**src/rtl/core/fsp8_ram.sv**
```systemverilog
// ----------------------------------------------------------------------------
// fsp8_ram: generic single-port RAM
// One access per cycle, write or read; read data is registered and holds
// until the next read.
// ----------------------------------------------------------------------------
module fsp8_ram #(
	parameter int WIDTH = 8,
	parameter int DEPTH = 256
) (
	input  logic                     clk,
	input  logic                     en,
	input  logic                     we,
	input  logic [$clog2(DEPTH)-1:0] addr,
	input  logic [WIDTH-1:0]         wdata,
	output logic [WIDTH-1:0]         rdata
);

	logic [WIDTH-1:0] mem [DEPTH];

	always_ff @(posedge clk) begin
		if (en) begin
			if (we) begin
				mem[addr] <= wdata;
			end else begin
				rdata <= mem[addr];
			end
		end
	end

endmodule

```
**config.mk**
```make
export PLATFORM = sky130hd
export DESIGN_NAME = fsp8_ram
export DESIGN_NICKNAME = d
export VERILOG_FILES = /design/src/rtl/core/fsp8_ram.sv
export SDC_FILE = /design/constraint.sdc
export NUM_CORES = 2
export LEC_CHECK = 0
export BUFFER_PORTS_ARGS = -buffer_cell sky130_fd_sc_hd__buf_4
export CORE_MARGIN = 2
export CORE_UTILIZATION = 60
export DETAILED_ROUTE_END_ITERATION = 7
export PLACE_DENSITY = 0.76
export SLEW_MARGIN = 10
export SYNTH_ARGS = -nofsm -noshare
export SYNTH_HDL_FRONTEND = slang
export SYNTH_SLANG_ARGS = --single-unit
```
**constraint.sdc**
```tcl
create_clock -name clk -period 8.49 [get_ports clk]
set_clock_uncertainty 0.05 [all_clocks]
set_input_delay 1.698 -clock clk [delete_from_list [all_inputs] [get_ports clk]]
set_output_delay 1.698 -clock clk [all_outputs]
set_load 0.01 [all_outputs]
```
==> impl_results.md <==
* Status: completed
* Clock Latency Late Sink at 0.82 ns
* Max Cap Viol at 0
* Combinational power share at 4.3%
* Hold Path Origin: mem[242][3]
* Synth area leader: edfxtp_1
* Hold EP: rdata[3]
* Layout cells sized above 1 at 23.5%
* Reg2reg start: mem[203][0]
* Overall Global Routing Usage at 28.1%
* Largest net degree at the start of global routing at 174
* Final #Nets at 3608
* Final Hold Viols at 0
* Die ar. at 134000 µm²
* RSZ-0062 raised after global routing: no
* Via density per instance at 6.90
* Starting Density at 60.5%
* Mapped Nets at 3545
* Post-CTS sizing at 0
* P_int at 16000 µW
* Wire per inst at 33.4 µm
* Cell Chain, Critical Path: buf_8, buf_4, buf_4, mux4_2, a22oi_1, a21oi_1, o41ai_1, nand4_1
* Setup crit end kind: register
* PortBufs at 26
* Antenna violations before repair at 7
* # DRC at 0
* Post-synth ARST share at 0%
* Slew headroom at 14.0%
* GP Congestion at 0.812
* FP Rows at 132
* Hold Crit Depth at 5
* #FFs+latches synth at 2056
* Fin crit period at 5.41 ns
* Final slew viol count at 0
* Slew of the pin with the lowest slew margin at 1.27 ns
* Clock power frac at 40.4%
* DRT iter0 DRCs at 5498
* Mean Syn Cell Area at 22.2 µm²
* Worst flop-to-flop path endpoint: rdata[0]
* Worst-path fanout max at 68
* Max VDD drop at 0.227 mV
* Synth Cell Area at 78400 µm²
* Arr. time, crit path at 5.85 ns
* Routed vias at 37.8k
* Startpoint Class: primary input
* Vias in the first global route at 37.9k
* Area of the multi-input gates at 15800 µm²
* Part of the power in registers at 55.3%
* Mapped Cells at 3526
* R2r setup slk at 5.31 ns
* Leak at 0.0261 µW
* Max Clk Rate at 0.185 GHz
* Most common cell on crit path: buf_4
* Setup CP Type: in2reg
* CP max-delay cell: o41ai_1
* Layout filler cell count at 7780
* Post-route setup TNS at 0 ns
* First-pass GRT wire length at 265000 µm
* Worst Path Required at 8.94 ns
* CTS H-tree lvls at 4
* Max stage delay on crit path at 1.18 ns
* Buf+Inv Stages, Crit Path at 3
* Reg area at 61700 µm²
* Pwr Density at 234 nW/µm²
* Clock-pin slew on the worst setup and hold paths at 0.06 ns
* Total wire length at 183000 µm
* HPWL Detailed at 101000 µm
* Postcts setup bufs at 0
* Sw Pwr at 4190 µW
* Die Ht at 365 µm
* Total power at 20200 µW
* CTS Buf Count at 193
* Die width at 365 µm
* Area grow syn2layout at 10.4%
* Final setup viols at 0
* Clock sink count at 2056
* Yosys warns at 0
* Seq/Total Area, Yosys at 78.8%
* ANT nets after route at 0
* Number of I/O pins at 27
* Synth Flop Type: edfxtp_1
* Area share of the largest cell type after synthesis at 78.8%
* Hold buffers post-CTS at 0
* Worst r2r path cells at 6
* Cell variety after synth at 21
* Top delay family on crit path: buffers and inverters
* Max clock buf depth at 3
* Switching Share at 20.7%
* CTS tree: done
* HP Class: reg2reg
* Fraction of the cycle the final worst path needs at 63.7%
* EDFF count, synth at 2056
* Core area at 130000 µm²
* Synth top area cells: edfxtp_1 79%, mux4_2 15%, a22oi_1 2.5%
* Root Buffer Master: clkbuf_16
* TritonRoute pass-1 iters at 5
* Grt ovf at 0
-- registers in the layout, indices dropped and copies added (netlist names) --
register and count:
mem 2048, rdata 8
-- synth_stat cells (2+ instances only) --
| master | count |
|---|---|
| buf_2 | 41 |
| mux4_2 | 512 |
| nor2_1 | 259 |
| nand4_1 | 8 |
| a21oi_1 | 128 |
| buf_4 | 11 |
| nor3b_1 | 2 |
| a22oi_1 | 256 |
| nand2b_1 | 2 |
| nand2_1 | 30 |
| nand3_1 | 4 |
| buf_1 | 21 |
| buf_6 | 9 |
| nor2b_1 | 7 |
| and2_1 | 2 |
| o41ai_1 | 32 |
| clkbuf_1 | 143 |
| edfxtp_1 | 2056 |
-- power groups by stage --
| stage | sequential [µW] | combinational (µW) | clock (µW) |
|---|---|---|---|
| 6_report | 11200 | 879 | 8170 |
| 2_1_floorplan | 11400 | 480 | 0 |
| 3_5_place_dp | 11400 | 873 | 0 |
| 3_3_place_gp | 11400 | 853 | 0 |
| 5_1_grt | 11200 | 923 | 8600 |
| 4_1_cts | 11200 | 877 | 8240 |
-- how the worst max path moves through the flow --
| stage | cells after the start | to | startpoint |
|---|---|---|---|
| detailed placement | 8 | rdata[0] | addr[0] |
| global placement | 8 | rdata[5] | addr[0] |
| finish | 8 | rdata[0] | addr[0] |
| floorplan | 8 | mem[117][0] | addr[0] |
| global route | 8 | rdata[0] | addr[0] |
| CTS | 8 | rdata[0] | addr[0] |
-- metrics by stage --
stage	hold slack (ns)	utilization [%]	std cells	setup slack [ns]	area (µm²)
finish	0.977	66.7	5481	3.08	86500
detailed placement	0.964	62.2	5136	2.26	80600
floorplan	0.846	-	3526	4.45	78400
CTS	0.980	66.7	5479	3.12	86500
global placement	0.916	62.1	5133	1.70	80500
global route	1.01	66.7	5479	3.00	86500
-- cell usage in the layout (no fill, tap or decap), types with 2 or more instances in the layout --
cell	synthesis	final
a21oi_1	128	128
a22oi_1	256	256
buf_12	0	11
buf_4	11	71
buf_8	0	3
bufinv_16	0	10
clkbuf_1	143	49
clkbuf_16	0	198
clkbuf_8	0	8
clkinv_1	0	48
clkinv_2	0	24
clkinv_8	0	5
clkinvlp_4	0	4
diode_2	0	2
edfxtp_1	2056	2056
inv_6	0	4
mux4_2	512	512
nand2_1	30	19
nand2_2	0	11
nand2b_2	0	2
nand3_1	4	4
nand4_1	8	8
nor2_1	259	258
nor2b_1	7	4
nor2b_4	0	2
nor3b_1	2	2
o41ai_1	32	22
o41ai_2	0	10
-- kinds of logic after synthesis --
kind of cell	count (synthesis)	synth area share, %
multiplexers	512	14.7
AO/OA/AOI/OAI	416	3.63
buffers and inverters	225	1.28
AND/OR/NAND/NOR	317	1.61
flip-flops	2056	78.8
-- layout make-up --
cell class | count | share of cell area, %
repair buffers | 93 | 1.05
clock inverters | 96 | 0.887
diodes | 2 | 0.00579
multi-input cells | 1245 | 18.2
clock buffers | 247 | 5.94
well taps | 1742 | 2.52
flip-flops and latches | 2056 | 71.4
-- worst min-delay path: stages, from the launching register on --
cell	delay, ns
edfxtp_1	0.31
mux4_2	0.23
a22oi_1	0.07
a21oi_1	0.13
o41ai_1	0.10
nand4_1	0.08
-- routing by layer --
metal	wire length, µm	GRT usage (%)
met2	86200	42.6
met4	7720	11.4
met3	21900	7.08
met1	67300	40.0
met5	57	0
No activity file was read; power rests on OpenSTA's default activity.
