`src/rtl/core/fsp8_pkg.sv`:
```
// ----------------------------------------------------------------------------
// fsp8_pkg: shared types and constants
// Request and response types, instruction opcodes, request codes, counter
// indexes and the relative jump helper of the five-stage 8-bit processor.
// ----------------------------------------------------------------------------
package fsp8_pkg;

	localparam int IMEM_DEPTH = 128;
	localparam int DMEM_DEPTH = 256;
	localparam int REG_COUNT  = 16;
	localparam int CNT_NUM    = 11;
	localparam int PC_W       = $clog2(IMEM_DEPTH);
	localparam int DA_W       = $clog2(DMEM_DEPTH);
	localparam int RIX_W      = $clog2(REG_COUNT);

	localparam logic [15:0] CYCLE_LIMIT_RST = 16'd45000;
	localparam logic [4:0]  NO_DEST         = 5'h1F;

	// Request codes.
	localparam logic [2:0] REQ_WR_INSTR = 3'd0;
	localparam logic [2:0] REQ_WR_DATA  = 3'd1;
	localparam logic [2:0] REQ_WR_REG   = 3'd2;
	localparam logic [2:0] REQ_TICK     = 3'd3;
	localparam logic [2:0] REQ_RD_DATA  = 3'd4;
	localparam logic [2:0] REQ_RD_REG   = 3'd5;
	localparam logic [2:0] REQ_RD_CNT   = 3'd6;

	// Instruction opcodes.
	localparam logic [3:0] OPC_ADD  = 4'd0;
	localparam logic [3:0] OPC_SUB  = 4'd1;
	localparam logic [3:0] OPC_MUL  = 4'd2;
	localparam logic [3:0] OPC_INC  = 4'd3;
	localparam logic [3:0] OPC_AND  = 4'd4;
	localparam logic [3:0] OPC_OR   = 4'd5;
	localparam logic [3:0] OPC_XOR  = 4'd6;
	localparam logic [3:0] OPC_NOT  = 4'd7;
	localparam logic [3:0] OPC_SHL  = 4'd8;
	localparam logic [3:0] OPC_SHR  = 4'd9;
	localparam logic [3:0] OPC_LI   = 4'd10;
	localparam logic [3:0] OPC_LD   = 4'd11;
	localparam logic [3:0] OPC_ST   = 4'd12;
	localparam logic [3:0] OPC_JMP  = 4'd13;
	localparam logic [3:0] OPC_BEQZ = 4'd14;
	localparam logic [3:0] OPC_HALT = 4'd15;

	// Statistics counter indexes.
	localparam logic [3:0] CNT_TOTAL  = 4'd0;
	localparam logic [3:0] CNT_ARITH  = 4'd1;
	localparam logic [3:0] CNT_LOGIC  = 4'd2;
	localparam logic [3:0] CNT_SHIFT  = 4'd3;
	localparam logic [3:0] CNT_MEM    = 4'd4;
	localparam logic [3:0] CNT_LI     = 4'd5;
	localparam logic [3:0] CNT_CTRL   = 4'd6;
	localparam logic [3:0] CNT_HALT   = 4'd7;
	localparam logic [3:0] CNT_CYCLES = 4'd8;
	localparam logic [3:0] CNT_STALLS = 4'd9;
	localparam logic [3:0] CNT_DSTALL = 4'd10;

	typedef struct packed {
		logic [2:0]  op;
		logic [7:0]  addr;
		logic [15:0] wdata;
	} req_t;

	typedef struct packed {
		logic [15:0] rdata;
		logic        halted;
	} rsp_t;

	typedef struct packed {
		logic [7:0] res;
		logic [3:0] cls;
		logic       br_take;
	} alu_out_t;

	// Target of a relative jump, wrapping over the instruction store.
	function automatic logic [PC_W-1:0] pc_rel(input logic [PC_W-1:0] pc,
			input logic [7:0] off);
		logic [31:0] sum;
		sum = 32'(pc) + 32'(signed'(off));
		return sum[PC_W-1:0];
	endfunction

endpackage

```
`src/rtl/core/fsp8_alu.sv`:
```
// ----------------------------------------------------------------------------
// fsp8_alu: execute stage datapath
// Computes the result of one instruction, its statistics class and whether
// a branch is taken.
// ----------------------------------------------------------------------------
module fsp8_alu import fsp8_pkg::*; (
	input  logic [3:0] opcode,
	input  logic [7:0] a,
	input  logic [7:0] b,
	input  logic [7:0] imm,
	output alu_out_t   o
);

	logic [3:0] amt;
	logic [3:0] ramt;
	logic [7:0] sum4;

	function automatic logic [7:0] shl8(input logic [7:0] v, input logic [3:0] n);
		return (n >= 4'd8) ? 8'd0 : 8'(v << n[2:0]);
	endfunction

	function automatic logic [7:0] sra8(input logic [7:0] v, input logic [3:0] n);
		return 8'($signed(v) >>> n);
	endfunction

	assign amt  = imm[3:0];
	assign ramt = 4'(5'd16 - {1'b0, amt});
	assign sum4 = a + {{4{imm[3]}}, imm[3:0]};

	always_comb begin
		o = '0;
		unique case (opcode)
			OPC_ADD:  begin o.res = a + b;          o.cls = CNT_ARITH; end
			OPC_SUB:  begin o.res = a - b;          o.cls = CNT_ARITH; end
			OPC_MUL:  begin o.res = 8'(a * b);      o.cls = CNT_ARITH; end
			OPC_INC:  begin o.res = a + 8'd1;       o.cls = CNT_ARITH; end
			OPC_AND:  begin o.res = a & b;          o.cls = CNT_LOGIC; end
			OPC_OR:   begin o.res = a | b;          o.cls = CNT_LOGIC; end
			OPC_XOR:  begin o.res = a ^ b;          o.cls = CNT_LOGIC; end
			OPC_NOT:  begin o.res = ~a;             o.cls = CNT_LOGIC; end
			OPC_SHL:  begin
				o.res = amt[3] ? sra8(a, ramt) : shl8(a, {1'b0, amt[2:0]});
				o.cls = CNT_SHIFT;
			end
			OPC_SHR:  begin
				o.res = amt[3] ? shl8(a, ramt) : sra8(a, {1'b0, amt[2:0]});
				o.cls = CNT_SHIFT;
			end
			OPC_LI:   begin o.res = imm;            o.cls = CNT_LI;    end
			OPC_LD,
			OPC_ST:   begin o.res = sum4;           o.cls = CNT_MEM;   end
			OPC_JMP:  begin o.res = imm; o.br_take = 1'b1; o.cls = CNT_CTRL; end
			OPC_BEQZ: begin
				o.br_take = (a == 8'd0);
				o.res     = o.br_take ? imm : 8'd0;
				o.cls     = CNT_CTRL;
			end
			default:  o.cls = CNT_HALT;
		endcase
	end

endmodule

```
`config.mk`:
```
export PLATFORM = sky130hd
export DESIGN_NAME = fsp8_alu
export DESIGN_NICKNAME = d
export VERILOG_FILES = /design/src/rtl/core/fsp8_pkg.sv /design/src/rtl/core/fsp8_alu.sv
export SDC_FILE = /design/constraint.sdc
export NUM_CORES = 1
export LEC_CHECK = 0
export ABC_AREA = 1
export BUFFER_PORTS_ARGS = -buffer_cell sky130_fd_sc_hd__buf_2
export CORE_ASPECT_RATIO = 1.75
export CORE_MARGIN = 1.5
export CORE_UTILIZATION = 25
export DETAILED_ROUTE_END_ITERATION = 6
export GPL_ROUTABILITY_DRIVEN = 0
export PLACE_DENSITY_LB_ADDON = 0.1
export SYNTH_ARGS = -nofsm -noshare
export SYNTH_HDL_FRONTEND = slang
export SYNTH_SLANG_ARGS = --single-unit
export TNS_END_PERCENT = 100
```
`constraint.sdc`:
```
create_clock -name vclk -period 5.9
set_input_delay 0.59 -clock vclk [all_inputs]
set_output_delay 0.59 -clock vclk [all_outputs]
set_load 0.01 [all_outputs]
```
==> run summary, run 1 <==
hold crit path type = primary input to output pin
Period minus WS final = 4.792 ns
Core Region = 13450 um2
number of I/O pins = 41
XOR/XNOR Fraction of Synth Area = 1.804%
crit end category = output pin
num sequential = 0
# DRC = 0
initial antenna violation count = 0
Startpoint Class = primary input
RSZ-0062 raised after global routing = false
antenna viol nets, final = 0
gr usage total = 19.32%
hold buffer count at cts = 0
fin. max-slew vios = 0
setup bufs post-CTS = 0
Die X = 92.04 um
Die Ht = 158.8 um
WP buf/inv = 4
overall via count from detail_route = 4255
area of the multi-input gates = 2884 um2
area leader, netlist = nand2_1
Max VDD drop = 0.03577 mV
number of distinct library cells after synthesis = 42
Hold Violations, Final = 0
status = complete, no violations
Layout Nets = 761
max_cap viols = 0
CP Max Fanout = 12
share of the synthesized area in the top cell type = 24.68%
CP cell instances = buf_2, ha_1, fa_1, fa_1, ha_1, inv_1, fa_1, inv_1, ha_1, or2_2, nand3_1, o2111ai_1, nor3_1, nand4_1, buf_2
Post-Synthesis Net Count = 736
Mapped Area = 3468 um2
Routed wire per std cell = 16.77 um
WP data arrival = 4.20 ns
CP max-delay cell = fa_1
Initial Utilization = 25.78%
dpl ws = 1.129 ns
post-DP HPWL = 11.98 mm
leak pwr = 2.223 nW
area share of fa/ha/maj cells after synthesis = 22.66%
fin crit share = 81.22%
multiplexer share of the synthesized area = 0%
simple-gate area share of the yosys netlist = 43.33%
CP delay by family, top = adder cells
clock buffer count = 0
antenna fix cells = 0
first-pass GRT wire length = 22.25 mm
row cnt = 56
Highest Clock Rate = 208.7 MHz
mean post-synth cell area = 5.311 um2
Die Area = 14620 um2
synth top area cells = nand2_1, ha_1, inv_1
quantity of I/O buffers inserted on ports = 40
pin count of the biggest net entering global routing = 19
PnR Total Power = 404.9 uW
Final Worst Setup Slack = 1.108 ns
Post-Route WL = 14.26 mm
most frequent cells in the layout = nand2_1, inv_1, nand3_1
Final setup viols = 0
Slew headroom = 50.16%
detailed router's first-iteration violation count = 306
vias in the first global route = 4223
Synth Area in Compound Gates = 15.26%
most common cell after layout, fill and taps aside = nand2_1
worst path required time = 5.31 ns
DR vias/cell = 5.006
CP Class = primary input to output pin
sequential area share after synthesis = 0%
fraction of layout cells with a size suffix above 1 = 8.728%
post-CTS sizing = 0
slew at the pin closest to its max-slew limit = 0.7448 ns
Layout fillers = 1631
hold_ws = 1.577 ns
Setup TNS = 0 ns
cells after synthesis = 653
gr ovfl total = 0
Reg area = 0 um2
synth-to-layout area growth = 9.019%
Pwr Density = 107.1 nW/um2
Worst path max stage delay = 0.53 ns
combinational family with the most area after synthesis = simple AND/OR/NAND/NOR gates
synth warn = 0
drt first pass iters = 5
==> worst min-delay path: stages <==
cell,delay [ns]
buf_2,0.13
inv_1,0.07
a21oi_1,0.06
buf_2,0.13
==> area by class of cell <==
| class | instances | area share [%] |
|---|---|---|
| repair buffers | 40 | 5.295 |
| inverters | 127 | 12.67 |
| multi-input cells | 509 | 76.27 |
| well taps | 174 | 5.758 |
==> per-stage QoR <==
step / area (um2) / cells / utilization (%)
finish: 3781 / 850 / 28.11
CTS: 3781 / 850 / 28.11
detailed placement: 3781 / 850 / 28.11
global placement: 3781 / 850 / 28.11
global route: 3781 / 850 / 28.11
floorplan: 3468 / 653 / -
==> kinds of logic after synthesis <==
kind of cell,after synthesis
AOI/OAI and AO/OA,88
adders and majority gates,55
xor gates and xnor gates,5
and+or+nand+nor,360
buffers and inverters,144
other,1
==> final timing paths <==
| kind | slack (ns) | end | start | cells past startpoint |
|---|---|---|---|---|
| worst min-delay path | 1.58 | o[3] | opcode[1] | 4 |
| worst max-delay path | 1.11 | o[10] | a[2] | 15 |
==> power by group <==
part | switching (mW) | internal (mW)
combinational | 0.264 | 0.140
clock | 0 | 0
sequential | 0 | 0
==> synthesized netlist by cell type (3+ instances only) <==
cell type / number
fa_1: 13
and2_1: 3
ha_1: 42
o21ai_0: 23
buf_2: 12
nor3_1: 5
a31oi_1: 5
o21ai_1: 15
o221ai_1: 3
o22ai_1: 7
a21oi_1: 18
inv_1: 118
nor2_1: 51
xnor2_1: 3
nand4_1: 6
nand3_1: 56
nand2_1: 228
inv_2: 6
o211ai_1: 4
buf_6: 3
o2111ai_1: 4
==> routing by layer <==
layer | up-vias | share of wire, % | wire length, um | GRT usage [%]
met4 | 0 | 4.2 | 604 | 6.573
li1 | 2104 | - | - | -
met1 | 1958 | 35 | 5049 | 19.67
met3 | 42 | 3.7 | 522 | 0.4310
met2 | 151 | 57 | 8080 | 40.13
met5 | - | 0 | 0 | 0
No activity file was read; power rests on OpenSTA's default activity.
==> run 2: changes to the inputs <==
==> constraint.sdc (replaced) <==
create_clock -name vclk -period 4.9
set_input_delay 0.49 -clock vclk [all_inputs]
set_output_delay 0.49 -clock vclk [all_outputs]
set_load 0.01 [all_outputs]
==> run 2 against run 1 <==
Effect of this change: total power up 20%; clock-buffer cell count unchanged; critical path depth unchanged; non-clock buffer count up 5; highest routed layer unchanged; sequential cell count unchanged.
==> run summary, run 2 (synthesized netlist as in run 1, its figures left out) <==
status = complete, no violations
Die Area = 14620 um2 (unchanged)
initial antenna violation count = 0 (unchanged)
Initial Utilization = 25.78% (unchanged)
dpl ws = 0.3226 ns (-0.8066 ns)
Finished Layout Cells = 855 (+0.59%)
CP delay by family, top = adder cells
slew at the pin closest to its max-slew limit = 0.7682 ns (+0.02340 ns)
Slew headroom = 48.59% (-1.6 points)
Pwr Density = 126.8 nW/um2 (+18%)
worst path required time = 4.41 ns (-0.90 ns)
num sequential = 0 (unchanged)
number of I/O pins = 41 (unchanged)
crit end category = output pin
WP buf/inv = 4 (unchanged)
Highest Clock Rate = 218.5 MHz
Reg area = 0 um2 (unchanged)
WP data arrival = 4.09 ns (-0.11 ns)
DP Cell Count = 855 (+0.59%)
Hold Violations, Final = 0 (unchanged)
Hold Crit Start = opcode[2]
CP Max Fanout = 12 (unchanged)
Setup TNS = 0 ns (unchanged)
gr usage total = 19.01% (-0.31 points)
CP cell instances = buf_2, ha_1, fa_1, fa_1, ha_1, inv_1, fa_1, inv_1, ha_1, or2_2, nand3_1, o2111ai_1, nor3_1, nand4_1, buf_2
setup bufs post-CTS = 0 (unchanged)
hold crit path type = primary input to output pin
RSZ-0062 raised after global routing = false
CP Launch Point = a[2]
Layout Nets = 766 (+0.66%)
drt first pass iters = 5 (unchanged)
Period minus WS final = 4.576 ns
fin. max-slew vios = 0 (unchanged)
hold buffer count at cts = 0 (unchanged)
DR vias/cell = 4.865 (-2.8%)
vias in the first global route = 4168 (-1.3%)
row cnt = 56 (unchanged)
fin util = 28.39% (+0.28 points)
post-DP HPWL = 12.14 mm (+1.3%)
Layout fillers = 1618 (-0.80%)
fin crit share = 93.40%
synth-to-layout area growth = 10.10%
Die Ht = 158.8 um (unchanged)
# DRC = 0 (unchanged)
Die X = 92.04 um (unchanged)
hold_ws = 1.380 ns (-0.1966 ns)
gr ovfl total = 0 (unchanged)
first-pass GRT wire length = 21.82 mm (-2.0%)
Core Region = 13450 um2 (unchanged)
pin count of the biggest net entering global routing = 19 (unchanged)
antenna fix cells = 0 (unchanged)
leak pwr = 2.247 nW (+1.1%)
Max VDD drop = 0.04146 mV (+16%)
antenna viol nets, final = 0 (unchanged)
quantity of I/O buffers inserted on ports = 40 (unchanged)
CP Class = primary input to output pin
most frequent cells in the layout = nand2_1, inv_1, nand3_1
most common cell after layout, fill and taps aside = nand2_1
max_cap viols = 0 (unchanged)
overall via count from detail_route = 4160 (-2.2%)
post-CTS sizing = 0 (unchanged)
Startpoint Class = primary input
Worst path max stage delay = 0.53 ns (about the same)
Routed wire per std cell = 16.39 um (-2.3%)
Post-Route WL = 14.01 mm (-1.7%)
Final setup viols = 0 (unchanged)
fraction of layout cells with a size suffix above 1 = 9.398% (+0.67 points)
detailed router's first-iteration violation count = 186 (-39%)
Final Worst Setup Slack = 0.3236 ns (-0.7847 ns)
clock buffer count = 0 (unchanged)
CP max-delay cell = fa_1
-- run 2: final timing paths --
kind	slack, ns	cells after the start	to
hold / removal	1.38	4	o[3]
setup / recovery	0.32	15	o[10]
-- run 2: layout make-up --
cell class / count / area (um2) / share of cell area [%]
multi-input combinational: 509 / 2884 / 75.52
timing repair buffer: 45 / 237.7 / 6.225
tap: 174 / 217.7 / 5.701
inverter: 127 / 479.2 / 12.55
-- run 2: layer usage --
metal,up-vias,wire length (um),global-route usage [%],part of all wire [%]
li1,2115,-,-,-
met1,1909,4917,18.39,35
met2,98,8214,40.27,59
met3,38,333,0.6705,2.4
met4,0,548,6.783,3.9
met5,-,0,0,0
-- run 2: stage by stage --
step	power, mW	instance area, um2
2_1_floorplan	0.3424	3468
3_3_place_gp	0.4868	3819
3_5_place_dp	0.4871	3819
4_1_cts	0.4896	3819
5_1_grt	0.5477	3819
6_report	0.4843	3819
-- run 2: power by group --
group	internal [mW]	switching, mW
logic	0.171	0.314
registers	0	0
clock network	0	0
==> run 3: changes to the inputs <==
==> constraint.sdc (replaced) <==
create_clock -name vclk -period 4.9
set_input_delay 0.245 -clock vclk [all_inputs]
set_output_delay 0.245 -clock vclk [all_outputs]
set_load 0.01 [all_outputs]
==> run 3 against run 2 <==
Effect of this change: fmax increased by 12%; worst hold slack got worse by 0.49 ns; critical endpoint unchanged; critical path depth unchanged; total power increased by 0.22%; combinational power about the same; first-iteration DRC count increased by 20%; sequential share of layout area unchanged; die area unchanged; via count increased by 0.96%; sequential cell count unchanged; utilization decreased by 0.28 points.
==> run summary, run 3 (synthesized netlist as in run 1, its figures left out) <==
DP Area = 3781 um2 (-0.98%)
max_cap viols = 0 (unchanged)
global route hottest layer = met2
WP buf/inv = 4 (unchanged)
clock buffer count = 0 (unchanged)
fraction of layout cells with a size suffix above 1 = 8.728% (-0.67 points)
met2 usage = 39.70% (-0.57 points)
most frequent cells in the layout = nand2_1, inv_1, nand3_1
status = complete, no violations
hold crit path type = primary input to output pin
fin crit share = 83.58% (-9.8 points)
Die Area = 14620 um2 (unchanged)
Die X = 92.04 um (unchanged)
Highest Clock Rate = 244.2 MHz (+12%)
quantity of I/O buffers inserted on ports = 40 (unchanged)
CP Class = primary input to output pin
Reg area = 0 um2 (unchanged)
antenna viol nets, final = 0 (unchanged)
slew at the pin closest to its max-slew limit = 0.7431 ns (-0.02518 ns)
Finished Layout Cells = 850 (-0.58%)
detailed router's first-iteration violation count = 224 (+20%)
initial antenna violation count = 0 (unchanged)
Setup TNS = 0 ns (unchanged)
leak pwr = 2.223 nW (-1.1%)
Routed wire per std cell = 16.78 um (+2.4%)
fin util = 28.11% (-0.28 points)
pin count of the biggest net entering global routing = 19 (unchanged)
fin. max-slew vios = 0 (unchanged)
CP Max Fanout = 12 (unchanged)
Core Region = 13450 um2 (unchanged)
synth-to-layout area growth = 9.019%
number of I/O pins = 41 (unchanged)
post-route cell area = 3781 um2 (-0.98%)
post-CTS sizing = 0 (unchanged)
# DRC = 0 (unchanged)
gr usage total = 19.14% (+0.13 points)
overall via count from detail_route = 4200 (+0.96%)
antenna fix cells = 0 (unchanged)
setup bufs post-CTS = 0 (unchanged)
first-pass GRT wire length = 21.81 mm (about the same)
Pwr Density = 128.4 nW/um2 (+1.2%)
CP max-delay cell = fa_1
Die Ht = 158.8 um (unchanged)
Final setup viols = 0 (unchanged)
num sequential = 0 (unchanged)
Layout fillers = 1628 (+0.62%)
CP delay by family, top = adder cells
Hold Path Stages = 4 (unchanged)
hold buffer count at cts = 0 (unchanged)
drt first pass iters = 5 (unchanged)
Hold Violations, Final = 0 (unchanged)
Layout Nets = 761 (-0.65%)
most common cell after layout, fill and taps aside = nand2_1
WP depth = 15 (unchanged)
post-DP HPWL = 12.00 mm (-1.1%)
met3 Use GR = 0.3831% (-0.29 points)
DR vias/cell = 4.941 (+1.6%)
Period minus WS final = 4.095 ns (-0.4809 ns)
crit end category = output pin
worst path required time = 4.66 ns (+0.25 ns)
Slew headroom = 50.28% (+1.7 points)
Startpoint Class = primary input
Max VDD drop = 0.04065 mV (-2.0%)
Initial Utilization = 25.78% (unchanged)
Worst path max stage delay = 0.52 ns (about the same)
RSZ-0062 raised after global routing = false
CP cell instances = buf_2, ha_1, fa_1, fa_1, ha_1, inv_1, fa_1, inv_1, ha_1, or2_2, nand3_1, o2111ai_1, nor3_1, nand4_1, buf_2
Post-Route WL = 14.27 mm (+1.8%)
row cnt = 56 (unchanged)
vias in the first global route = 4155 (-0.31%)
GR Util met1 = 19.67% (+1.3 points)
WP data arrival = 3.85 ns (-0.24 ns)
gr ovfl total = 0 (unchanged)
DP Cell Count = 850 (-0.58%)
==> run 3: cell count changes in the layout (fill, tap and decap cells not counted) <==
cell | before | now
buf_4 | 5 | 0
==> run 3: metrics by stage <==
stage | hold slack (ns) | total power, mW | setup slack, ns
after CTS | 0.8886 | 0.4907 | 0.7955
after detailed placement | 0.8862 | 0.4870 | 0.8088
final | 0.8862 | 0.4853 | 0.8045
after global placement | 0.8844 | 0.4860 | 0.8605
after floorplan | 0.6310 | 0.3424 | 1.299
after global routing | 0.9045 | 0.5544 | 0.6514
==> run 3: routing by layer <==
layer | wire length, um | vias to the layer above | part of all wire [%]
li1 | - | 2106 | -
met1 | 5148 | 1961 | 36
met2 | 8248 | 106 | 58
met3 | 408 | 27 | 2.9
met4 | 459 | 0 | 3.2
met5 | 0 | - | 0
==> run 3: path summary, 6_finish.rpt <==
check             startpoint  slack, ns  endpoint
hold / removal     opcode[1]       0.89      o[3]
setup / recovery        a[2]       0.80     o[10]
==> run 3: power by group <==
| part | leakage, nW | internal, mW | switching [mW] |
|---|---|---|---|
| combinational | 2.22 | 0.168 | 0.317 |
| sequential | 0 | 0 | 0 |
| clock | 0 | 0 | 0 |
==> run 3: final cells by class <==
| type | instances | area (um2) | area share [%] |
|---|---|---|---|
| multi-input cells | 509 | 2884 | 76.27 |
| inverters | 127 | 479.2 | 12.67 |
| well taps | 174 | 217.7 | 5.758 |
| repair buffers | 40 | 200.2 | 5.295 |
